**src/rtl/core/oqkr_pkg.sv**
```systemverilog
package oqkr_pkg;

    localparam int DEPTH    = 16;
    localparam int ID_BITS  = 16;
    localparam int REF_BITS = 16;

    // Fixed widths of the stream fields
    localparam int CMD_W     = 3;
    localparam int ID_FW     = 16;
    localparam int REF_FW    = 16;
    localparam int COUNT_FW  = 5;
    localparam int S_TDATA_W = 40;
    localparam int M_TDATA_W = 40;

    localparam int ADDR_W  = (DEPTH > 1) ? $clog2(DEPTH) : 1;
    localparam int CNT_W   = $clog2(DEPTH + 1);
    localparam int CMP_W   = CNT_W + 1;
    localparam int ENTRY_W = ID_BITS + REF_BITS;

    typedef enum logic [CMD_W-1:0] {
        CMD_APPEND    = 3'd0,
        CMD_TAKE_HEAD = 3'd1,
        CMD_TAKE_TAIL = 3'd2,
        CMD_REMOVE    = 3'd3,
        CMD_FIND      = 3'd4
    } cmd_t;

    typedef struct packed {
        logic                found;
        logic [REF_BITS-1:0] ref_val;
        logic [ID_BITS-1:0]  id_val;
        logic [CNT_W-1:0]    count;
        logic                rejected;
    } result_t;

endpackage

```
**src/rtl/core/ordered_queue_with_key_removal.sv**
```systemverilog
// Ordered store of up to DEPTH (id, ref) entries kept in insertion order.
// Slave stream carries one command per beat: append at tail, take head,
// take tail, remove first entry with matching id, or find it in place.
// Master stream returns exactly one beat per command: found flag, the
// entry's ref and id (zero when nothing taken or found), the entry count
// after the command, and a rejected flag for an append to a full store.
// Entries live in a single-port-write, registered-read RAM; one sequencer
// walks it a slot per cycle, comparing ids and moving entries down to close
// the gap left by a removal.
// Append, unused codes and any take or search on an empty store go from
// idle straight to the result; take tail reads only the last slot, a
// search or removal checks slots in order from the head, and a removal then
// moves each entry behind the hit down a slot. s_tready stays low while a
// command is in work. The result sits in an output register, so a new
// command is taken while the previous result waits; the sequencer holds
// its finished result until that register frees up. Reset empties the
// store (count zero); stored entries themselves are not cleared.
module ordered_queue_with_key_removal (
    input  logic                               aclk,
    input  logic                               aresetn,
    input  logic                               s_tvalid,
    output logic                               s_tready,
    // [2:0] cmd, [18:3] entry_id, [34:19] entry_ref, rest zero
    input  logic [oqkr_pkg::S_TDATA_W-1:0]     s_tdata,
    output logic                               m_tvalid,
    input  logic                               m_tready,
    // [0] found, [16:1] out_ref, [32:17] out_id, [37:33] entry_count,
    // [38] rejected, rest zero
    output logic [oqkr_pkg::M_TDATA_W-1:0]     m_tdata
);

    localparam int ID_LO    = oqkr_pkg::CMD_W;
    localparam int REF_LO   = ID_LO + oqkr_pkg::ID_FW;
    localparam int O_REF_LO = 1;
    localparam int O_ID_LO  = O_REF_LO + oqkr_pkg::REF_FW;
    localparam int O_CNT_LO = O_ID_LO + oqkr_pkg::ID_FW;
    localparam int O_REJ    = O_CNT_LO + oqkr_pkg::COUNT_FW;

    logic [oqkr_pkg::CMD_W-1:0]    s_cmd;
    logic [oqkr_pkg::ID_FW-1:0]    s_entry_id;
    logic [oqkr_pkg::REF_FW-1:0]   s_entry_ref;
    logic                          res_valid;
    logic                          res_ready;
    oqkr_pkg::result_t             res;
    logic                          m_tvalid_reg;
    logic                          m_tvalid_next;
    logic [oqkr_pkg::M_TDATA_W-1:0] m_tdata_reg;
    logic [oqkr_pkg::M_TDATA_W-1:0] m_tdata_next;

    assign s_cmd       = s_tdata[oqkr_pkg::CMD_W-1:0];
    assign s_entry_id  = s_tdata[REF_LO-1:ID_LO];
    assign s_entry_ref = s_tdata[REF_LO+oqkr_pkg::REF_FW-1:REF_LO];

    oqkr_ctrl u_ctrl (
        .aclk      (aclk),
        .aresetn   (aresetn),
        .in_valid  (s_tvalid),
        .in_ready  (s_tready),
        .in_cmd    (s_cmd),
        .in_id     (s_entry_id[oqkr_pkg::ID_BITS-1:0]),
        .in_ref    (s_entry_ref[oqkr_pkg::REF_BITS-1:0]),
        .res_valid (res_valid),
        .res_ready (res_ready),
        .res       (res)
    );

    assign res_ready = !m_tvalid_reg || m_tready;

    always_comb begin
        m_tdata_next = '0;
        m_tdata_next[0] = res.found;
        m_tdata_next[O_ID_LO-1:O_REF_LO] = oqkr_pkg::REF_FW'(res.ref_val);
        m_tdata_next[O_CNT_LO-1:O_ID_LO] = oqkr_pkg::ID_FW'(res.id_val);
        m_tdata_next[O_REJ-1:O_CNT_LO]   = oqkr_pkg::COUNT_FW'(res.count);
        m_tdata_next[O_REJ]              = res.rejected;
        m_tvalid_next = m_tvalid_reg && !m_tready;
        if (res_valid && res_ready) begin
            m_tvalid_next = 1'b1;
        end
    end

    always_ff @(posedge aclk) begin
        if (!aresetn) begin
            m_tvalid_reg <= 1'b0;
        end else begin
            m_tvalid_reg <= m_tvalid_next;
        end
        if (res_valid && res_ready) begin
            m_tdata_reg <= m_tdata_next;
        end
    end

    assign m_tvalid = m_tvalid_reg;
    assign m_tdata  = m_tdata_reg;

    // One command in work at a time
    assert property (@(posedge aclk) disable iff (!aresetn)
        s_tvalid && s_tready |=> !s_tready)
        else $error("command accepted while another is in work");

    // A dropped append never reports an entry and only happens when full
    assert property (@(posedge aclk) disable iff (!aresetn)
        m_tvalid && m_tdata[O_REJ] |->
            !m_tdata[0] &&
            (m_tdata[O_REJ-1:O_CNT_LO] == oqkr_pkg::COUNT_FW'(oqkr_pkg::DEPTH)))
        else $error("rejected beat with found set or store not full");

    // Count never exceeds the store depth
    assert property (@(posedge aclk) disable iff (!aresetn)
        m_tvalid |->
            (m_tdata[O_REJ-1:O_CNT_LO] <= oqkr_pkg::COUNT_FW'(oqkr_pkg::DEPTH)))
        else $error("entry count beyond depth");

    // A finished result is handed over as soon as the output register frees
    assert property (@(posedge aclk) disable iff (!aresetn)
        res_valid && !m_tvalid_reg |=> m_tvalid_reg)
        else $error("result not moved into free output register");

endmodule

```
**src/rtl/core/oqkr_ram.sv**
```systemverilog
module oqkr_ram #(
    parameter int WIDTH = 32,
    parameter int DEPTH = 16
) (
    input  logic                     aclk,
    input  logic                     we,
    input  logic [$clog2(DEPTH)-1:0] waddr,
    input  logic [WIDTH-1:0]         wdata,
    input  logic [$clog2(DEPTH)-1:0] raddr,
    output logic [WIDTH-1:0]         rdata
);

    logic [WIDTH-1:0] mem [DEPTH];

    always_ff @(posedge aclk) begin
        if (we) begin
            mem[waddr] <= wdata;
        end
        rdata <= mem[raddr];
    end

endmodule

```
**src/rtl/core/oqkr_ctrl.sv**
```systemverilog
module oqkr_ctrl (
    input  logic                            aclk,
    input  logic                            aresetn,
    input  logic                            in_valid,
    output logic                            in_ready,
    input  logic [oqkr_pkg::CMD_W-1:0]      in_cmd,
    input  logic [oqkr_pkg::ID_BITS-1:0]    in_id,
    input  logic [oqkr_pkg::REF_BITS-1:0]   in_ref,
    output logic                            res_valid,
    input  logic                            res_ready,
    output oqkr_pkg::result_t               res
);

    typedef enum logic [1:0] {
        ST_IDLE,
        ST_CHECK,
        ST_SHIFT,
        ST_DONE
    } state_t;

    state_t                          state_reg;
    oqkr_pkg::cmd_t                  cmd_reg;
    logic [oqkr_pkg::ID_BITS-1:0]    key_reg;
    logic [oqkr_pkg::ADDR_W-1:0]     idx_reg;
    logic [oqkr_pkg::CNT_W-1:0]      count_reg;
    logic                            found_reg;
    logic [oqkr_pkg::ID_BITS-1:0]    res_id_reg;
    logic [oqkr_pkg::REF_BITS-1:0]   res_ref_reg;
    logic                            rejected_reg;

    oqkr_pkg::cmd_t                  cmd_in;
    logic [oqkr_pkg::CMP_W-1:0]      idx_ext;
    logic [oqkr_pkg::CMP_W-1:0]      count_ext;
    logic [oqkr_pkg::ADDR_W-1:0]     rd_addr;
    logic [oqkr_pkg::ADDR_W-1:0]     wr_addr;
    logic [oqkr_pkg::ENTRY_W-1:0]    wr_data;
    logic [oqkr_pkg::ENTRY_W-1:0]    rd_data;
    logic                            wr_en;
    logic [oqkr_pkg::ID_BITS-1:0]    rd_id;
    logic [oqkr_pkg::REF_BITS-1:0]   rd_ref;
    logic                            hit_now;
    logic                            removing;
    logic                            full;
    logic                            empty;

    assign cmd_in    = oqkr_pkg::cmd_t'(in_cmd);
    assign idx_ext   = oqkr_pkg::CMP_W'(idx_reg);
    assign count_ext = oqkr_pkg::CMP_W'(count_reg);
    assign full      = (count_ext == oqkr_pkg::CMP_W'(oqkr_pkg::DEPTH));
    assign empty     = (count_reg == '0);

    assign rd_id  = rd_data[oqkr_pkg::ENTRY_W-1:oqkr_pkg::REF_BITS];
    assign rd_ref = rd_data[oqkr_pkg::REF_BITS-1:0];

    // take commands hit on the addressed slot, searches compare the key
    assign hit_now  = (cmd_reg == oqkr_pkg::CMD_TAKE_HEAD) ||
                      (cmd_reg == oqkr_pkg::CMD_TAKE_TAIL) ||
                      (rd_id == key_reg);
    assign removing = (cmd_reg == oqkr_pkg::CMD_TAKE_HEAD) ||
                      (cmd_reg == oqkr_pkg::CMD_REMOVE);

    // Read address runs one slot ahead of the check position, two ahead of the shift position
    always_comb begin
        rd_addr = '0;
        unique case (state_reg)
            ST_IDLE: begin
                if (cmd_in == oqkr_pkg::CMD_TAKE_TAIL) begin
                    rd_addr = oqkr_pkg::ADDR_W'(count_ext - 1'b1);
                end
            end
            ST_CHECK: rd_addr = oqkr_pkg::ADDR_W'(idx_ext + 1'b1);
            ST_SHIFT: rd_addr = oqkr_pkg::ADDR_W'(idx_ext + 2'd2);
            default:  rd_addr = '0;
        endcase
    end

    always_comb begin
        wr_en   = 1'b0;
        wr_addr = idx_reg;
        wr_data = rd_data;
        if (state_reg == ST_IDLE) begin
            wr_en   = in_valid && (cmd_in == oqkr_pkg::CMD_APPEND) && !full;
            wr_addr = oqkr_pkg::ADDR_W'(count_ext);
            wr_data = {in_id, in_ref};
        end else if (state_reg == ST_SHIFT) begin
            wr_en = 1'b1;
        end
    end

    oqkr_ram #(
        .WIDTH (oqkr_pkg::ENTRY_W),
        .DEPTH (oqkr_pkg::DEPTH)
    ) u_store (
        .aclk  (aclk),
        .we    (wr_en),
        .waddr (wr_addr),
        .wdata (wr_data),
        .raddr (rd_addr),
        .rdata (rd_data)
    );

    always_ff @(posedge aclk) begin
        if (!aresetn) begin
            state_reg    <= ST_IDLE;
            count_reg    <= '0;
            cmd_reg      <= oqkr_pkg::CMD_APPEND;
            idx_reg      <= '0;
            found_reg    <= 1'b0;
            rejected_reg <= 1'b0;
            res_id_reg   <= '0;
            res_ref_reg  <= '0;
            key_reg      <= '0;
        end else begin
            unique case (state_reg)
                ST_IDLE: begin
                    if (in_valid) begin
                        cmd_reg      <= cmd_in;
                        key_reg      <= in_id;
                        idx_reg      <= rd_addr;
                        found_reg    <= 1'b0;
                        rejected_reg <= 1'b0;
                        res_id_reg   <= '0;
                        res_ref_reg  <= '0;
                        state_reg    <= ST_DONE;
                        case (cmd_in) inside
                            oqkr_pkg::CMD_APPEND: begin
                                if (full) begin
                                    rejected_reg <= 1'b1;
                                end else begin
                                    count_reg <= count_reg + 1'b1;
                                end
                            end
                            oqkr_pkg::CMD_TAKE_HEAD, oqkr_pkg::CMD_TAKE_TAIL,
                            oqkr_pkg::CMD_REMOVE, oqkr_pkg::CMD_FIND: begin
                                if (!empty) begin
                                    state_reg <= ST_CHECK;
                                end
                            end
                            default: ;
                        endcase
                    end
                end
                ST_CHECK: begin
                    if (hit_now) begin
                        found_reg   <= 1'b1;
                        res_id_reg  <= rd_id;
                        res_ref_reg <= rd_ref;
                        if (removing && (idx_ext + 1'b1 < count_ext)) begin
                            state_reg <= ST_SHIFT;
                        end else begin
                            if (removing || cmd_reg == oqkr_pkg::CMD_TAKE_TAIL) begin
                                count_reg <= count_reg - 1'b1;
                            end
                            state_reg <= ST_DONE;
                        end
                    end else if (idx_ext + 1'b1 < count_ext) begin
                        idx_reg <= idx_reg + 1'b1;
                    end else begin
                        state_reg <= ST_DONE;
                    end
                end
                ST_SHIFT: begin
                    // slot idx takes the entry behind it
                    idx_reg <= idx_reg + 1'b1;
                    if (!(idx_ext + 2'd2 < count_ext)) begin
                        count_reg <= count_reg - 1'b1;
                        state_reg <= ST_DONE;
                    end
                end
                ST_DONE: begin
                    if (res_ready) begin
                        state_reg <= ST_IDLE;
                    end
                end
                default: state_reg <= ST_IDLE;
            endcase
        end
    end

    assign in_ready     = (state_reg == ST_IDLE);
    assign res_valid    = (state_reg == ST_DONE);
    assign res.found    = found_reg;
    assign res.ref_val  = res_ref_reg;
    assign res.id_val   = res_id_reg;
    assign res.count    = count_reg;
    assign res.rejected = rejected_reg;

endmodule
```
**config.mk**
```make
export PLATFORM = sky130hd
export DESIGN_NAME = ordered_queue_with_key_removal
export DESIGN_NICKNAME = d
export VERILOG_FILES = /design/src/rtl/core/oqkr_pkg.sv /design/src/rtl/core/ordered_queue_with_key_removal.sv /design/src/rtl/core/oqkr_ram.sv /design/src/rtl/core/oqkr_ctrl.sv
export SDC_FILE = /design/constraint.sdc
export NUM_CORES = 1
export LEC_CHECK = 0
export BUFFER_PORTS_ARGS = -buffer_cell sky130_fd_sc_hd__buf_2
export CORE_UTILIZATION = 40
export DETAILED_ROUTE_END_ITERATION = 10
export PLACE_DENSITY = 0.59
export SLEW_MARGIN = 20
export SYNTH_ARGS = -nofsm -noshare
export SYNTH_HDL_FRONTEND = slang
export SYNTH_SLANG_ARGS = --single-unit
```
**constraint.sdc**
```tcl
create_clock -name aclk -period 5 [get_ports aclk]
set_input_delay 0.25 -clock aclk [delete_from_list [all_inputs] [get_ports aclk]]
set_output_delay 0.25 -clock aclk [all_outputs]
set_load 0.02 [all_outputs]
```
Word level (Yosys, flattened, before mapping) --
Memory sizes are Yosys's and may differ from the RTL's. A register that Yosys moved wholly into a read port is not among the register bits. Index checks and enable logic that the tools add are counted.
Word-level totals: memory bits (writable) 512, memories 1, input bits 44, bits in registers 104, output and inout bits 42
Cells by class: mux-type cells 41, reductions and logical operators 24, add/subtract/negate cells 6, $lt $le $gt $ge 2, equal/unequal tests 23
Memories:
- u_ctrl.u_store.mem | depth 16, width 32, rd ports 1, clocked after memory_dff 1, wr ports 1, RTL line oqkr_ram.sv:13 | logic [WIDTH-1:0] mem [DEPTH];
Operators by type and width (number):
- $pmux 16 s2 | 2
- $mux 16 | 3
- $mux 5 | 7
- $mux 32 | 1
- $pmux 4 s3 | 2
- $mux 4 | 5
- $eq 16x16->1 | 1
- $mux 2 | 8
- $pmux 5 s3 | 1
- $eq 3x2->1 const B | 4
- $lt 5x5->1 | 2
- $mux 1 | 10
- $ne 2x1->1 const B | 5
- $ne 2x2->1 const B | 5
- $pmux 2 s4 | 1
- $reduce_and 4->1 | 2
- $reduce_and 8->1 | 1
- $eq 3x1->1 const B | 2
- $add 4x1->5 const B | 1
- $add 4x2->5 const B | 1
- $add 5x1->5 const B | 1
- $eq 5x5->1 const B | 1
- $logic_and 1x1->1 | 5
- $logic_not 5->1 | 1
- 17 further kinds | 24

Longest topological paths before layout --
depth in word-level cells 7, gate-level depth with buffers 12

Modules after synthesis --
Synthesis repeated with hierarchy kept, for this count alone.
Unflattened totals: cells, all modules 1340, area, all modules 24996.5 sq um
Modules (own cells, without submodules):
- oqkr_ram | times used 1, sequential area each 16015.4 sq um, cells an instance 838, area an instance 19835.3 sq um
- oqkr_ctrl | times used 1, sequential area each 1281.2 sq um, cells an instance 456, area an instance 3921.3 sq um
- ordered_queue_with_key_removal | times used 1, sequential area each 1191.1 sq um, cells an instance 46, area an instance 1239.9 sq um

Least setup slack after synthesis --
No wires, ideal clock.
path kind register to register, from register u_ctrl.count_reg[0] in the netlist's numbering, to memory u_ctrl.u_store.mem[10][0], enable pin, stages on the path, launching flop included 11, arrival time 3280 ps, path slack 1298 ps, cell sequence dfxtp_1 > buf_2 > inv_1 > clkbuf_1 > clkbuf_1 > ha_1 > nand3_1 > nand3_1 > mux2i_1 > o21ai_0 > nor2_1
On the way: longest elaborated chain between the ends 6
Ends and longest elaborated chain:
- from (decl) | RTL line oqkr_ctrl.sv:25 | logic [oqkr_pkg::CNT_W-1:0] count_reg;
- from (signal assigned) | RTL line oqkr_ctrl.sv:130 | count_reg <= count_reg + 1'b1;
- from (signal assigned) | RTL line oqkr_ctrl.sv:152 | count_reg <= count_reg - 1'b1;
- from (signal assigned) | RTL line oqkr_ctrl.sv:166 | count_reg <= count_reg - 1'b1;
- $eq 5x5->1 | RTL line oqkr_ctrl.sv:49 | assign full = (count_ext == oqkr_pkg::CMP_W'(oqkr_pkg::DEPTH));
- $logic_not 1->1 | RTL line oqkr_ctrl.sv:82 | wr_en = in_valid && (cmd_in == oqkr_pkg::CMD_APPEND) && !full;
- $logic_and 1x1->1 | RTL line oqkr_ctrl.sv:82
- $mux 1 | RTL line oqkr_ctrl.sv:81 | if (state_reg == ST_IDLE) begin
- $mux 1 | RTL line oqkr_ram.sv:16 | if (we) begin
- $mux 1 (implied by the code) | RTL line oqkr_ram.sv:17 | mem[waddr] <= wdata;
- to (decl) | RTL line oqkr_ram.sv:13
Parallel ways exist; a longest one is shown, timed or not.

Final worst setup path --
from register u_ctrl.state_reg[1], to register u_ctrl.u_store.rdata[31] (read register of u_ctrl.u_store.mem)
On the way: longest elaborated chain between the ends 2
Ends and longest elaborated chain:
- from (decl) | RTL line oqkr_ctrl.sv:21 | state_t state_reg;
- from (signal assigned) | RTL line oqkr_ctrl.sv:104 | state_reg <= ST_IDLE;
- from (signal assigned) | RTL line oqkr_ctrl.sv:124 | state_reg <= ST_DONE;
- from (signal assigned) | RTL line oqkr_ctrl.sv:136 | state_reg <= ST_CHECK;
- $eq 2x2->1 (tied with other cells) | RTL line oqkr_ctrl.sv:65 | unique case (state_reg)
- $pmux 4 s3 * | RTL line oqkr_ctrl.sv:65
- to (decl) | RTL line oqkr_ram.sv:10 | output logic [WIDTH-1:0] rdata
Every way passes the cells marked *; elsewhere a longest branch is shown, timed or not. A chain may end at the register's enable or synchronous reset.

==> impl_metrics.toml <==
[power_and_ir_drop]
peakVddDrop_uv = 379.9
p_leak_uw = 0.01016
powerDensity_nw_per_um2 = 626.7

[setup_path]
arrival_ns = 4.16
end_kind = "register"
crit_fanout = 30
start_kind = "register"
critical_path_required_ns = 5.52
crit_type = "reg -> reg"

[die]
die_x_um = 256.1
die_area_um2 = 65590
fp-row-count = 92
io_pins = 86
start_util_pct = 40.72
core_area_um2 = 63430
die_y_um = 256.1

[detailed_routing]
vias = 16410
routed_via_density = 5.718
drtIter0Drc = 1544
wire_per_inst_um = 24.49
drc = 0
dr.pass1.iters = 7
route.antenna.remaining_nets = 0
wirelength_um = 70250

[finish]
nFillCells = 5471
multi_input_area_um2 = 6935
layout_commonest_cell = "edfxtp_1"
final_cell_mix = "edfxtp_1, nand2_1, o21ai_0"
largest_register_ffs = 512
regArea_um2 = 18490
final_layout_size_suffix_gt1_share_pct = 15.08
design_area_um2 = 29890
fin_util_pct = 47.13
layout.nets = 2034
area_growth_pct = 15.75

[clocking]
post_cts_resized = 0
cts-root-buf = "clkbuf_16"
insertion_delay_ns = 0.60
cts_tree = "done"
numCtsBuffers = 67
cts_setup_buffers = 0
htreeDepth = 3
clockBufferDepth = 3
cts.sinks = 648
path_clk_slew_ns = 0.06
holdBufCountCts = 19

[logic_synthesis]
synth_flop_cell = "edfxtp_1"
synth_compound_area_share_pct = 11.50
ys_warn_count = 0
netlist_area_um2 = 25830
synth_edf_count = 551
syn-instance-count = 1882
ys_types = 66
synth-simple-area-share_pct = 9.645
yosys.area.top_type = "edfxtp_1"
ys_seq_elements = 648
seq_area_frac_synth_pct = 71.58
async_flop_share_pct = 0
synth_area_leaders = "edfxtp_1, dfxtp_1, nand2_1, o21ai_0, mux2_2"
yosysTopAreaCellShare_pct = 64.06
synth.mux.area_fraction_pct = 2.878
synthXorXnorAreaFrac_pct = 0.8478
synthAdderAreaFrac_pct = 0.9980
syn-num-nets = 1946
postSynthAreaPerCell_um2 = 13.72
synth_top_family_by_area = "compound AO/OA/AOI/OAI gates"

[global_route]
overflow = 0
grt_pass1_wl_um = 103700
antenna_found_initial = 0
grt_pass1_vias = 16400
grt_start_max_net_pins = 65
grt_use_total_pct = 21.14

[sta]
rsz0062_at_grt = "false"
clock.fmax_mhz = 274.7
slew_headroom_pct = 23.64
worst_slew_pin_slew_ns = 1.145
slew_viol_final = 0
finalCriticalPeriod_ns = 3.640
setup_viol_count_final = 0
min_period_over_period_pct = 72.80
tns_ns = 0
finalHoldViolCount = 0
fin_worst_skew_ns = 0.02509

[status]
status = "complete, no violations"

[placed_design]
gp_congestion = 0.8307
io_buffers = 79
placedInstanceArea_um2 = 27500
hpwlAfterDp_um = 37570

[job]
drv_cap = 0

[worst_hold_path]
hp-class = "in -> reg"
final cells by class:
class,count,area share (%)
sequential,648,61.84
multi-input combinational,1084,23.20
clock buffer,94,6.332
timing repair buffer,156,3.876
tap,846,3.541
clock inverter,27,1.038
inverter,13,0.1632
antenna,1,0.008371
cell usage after synthesis, drive strengths merged (2+ instances only):
cell	instances
a32oi	32
nand3	71
a21o	5
xnor2	23
a21oi	33
nor2	102
nor3b	3
o31a	2
clkbuf	81
a41o	32
a32o	32
inv	13
and2	3
o21ai	144
a2111oi	2
dfxtp	97
a22o	33
nor4	2
edfxtp	551
mux2i	36
nand2b	2
o31ai	4
mux2	34
nor2b	3
a22oi	2
a211o	36
nand3b	2
nor3	74
and3	3
nand2	252
ha	19
nand4	5
buf	56
or2	3
o211ai	2
xor2	2
o2111ai	32
a31oi	7
o41ai	2
or3	32
critical path, cell delays in order (launching register included):
cell and delay (ns):
dfxtp_1 0.48, inv_1 0.14, ha_1 0.33, mux2_2 0.56
a21oi_4 0.92, buf_4 0.52, or3_1 0.16, o21ai_0 0.07
a32oi_1 0.18, a41o_1 0.19
routing by layer:
layer	GRT usage, %	up-vias	wire [um]
met1	27.16	8285	29440
li1	-	7392	-
met4	7.934	0	1988
met3	3.407	137	4275
met5	0	-	0
met2	35.89	592	34550
where the power goes:
group | switching (uW) | total, uW | internal (uW)
sequential | 296 | 7290 | 7000
combinational | 4400 | 6420 | 2020
clock | 2020 | 5030 | 3010
stage by stage:
step / hold WS (ns) / setup slack (ns) / cells / total power (uW)
global route: 0.01756 / 1.193 / 2868 / 19580
CTS: 0.001612 / 1.372 / 2868 / 18820
floorplan: 0.3860 / 1.298 / 1882 / 11480
finish: 0.03742 / 1.360 / 2869 / 18740
global placement: 0.4203 / 1.446 / 2728 / 13660
detailed placement: 0.4166 / 1.379 / 2728 / 13790
cell families after synthesis:
family	after synthesis
flip-flops	648
AND/OR/NAND/NOR	561
AO/OA/AOI/OAI	407
buffers and inverters	150
multiplexers	70
XOR/XNOR	25
adder cells (fa/ha/maj)	20
other	1
final timing paths:
path              depth (start not counted)                  start                  endpoint  slack [ns]
setup reg to reg                          9    u_ctrl.state_reg[1]  u_ctrl.u_store.rdata[31]        1.36
hold / removal                            3                aresetn         u_ctrl.idx_reg[1]        0.04
setup / recovery                          9    u_ctrl.state_reg[1]  u_ctrl.u_store.rdata[31]        1.36
hold reg to reg                           0  u_ctrl.res_ref_reg[6]                m_tdata[7]        0.42
No activity file was read; power rests on OpenSTA's default activity.
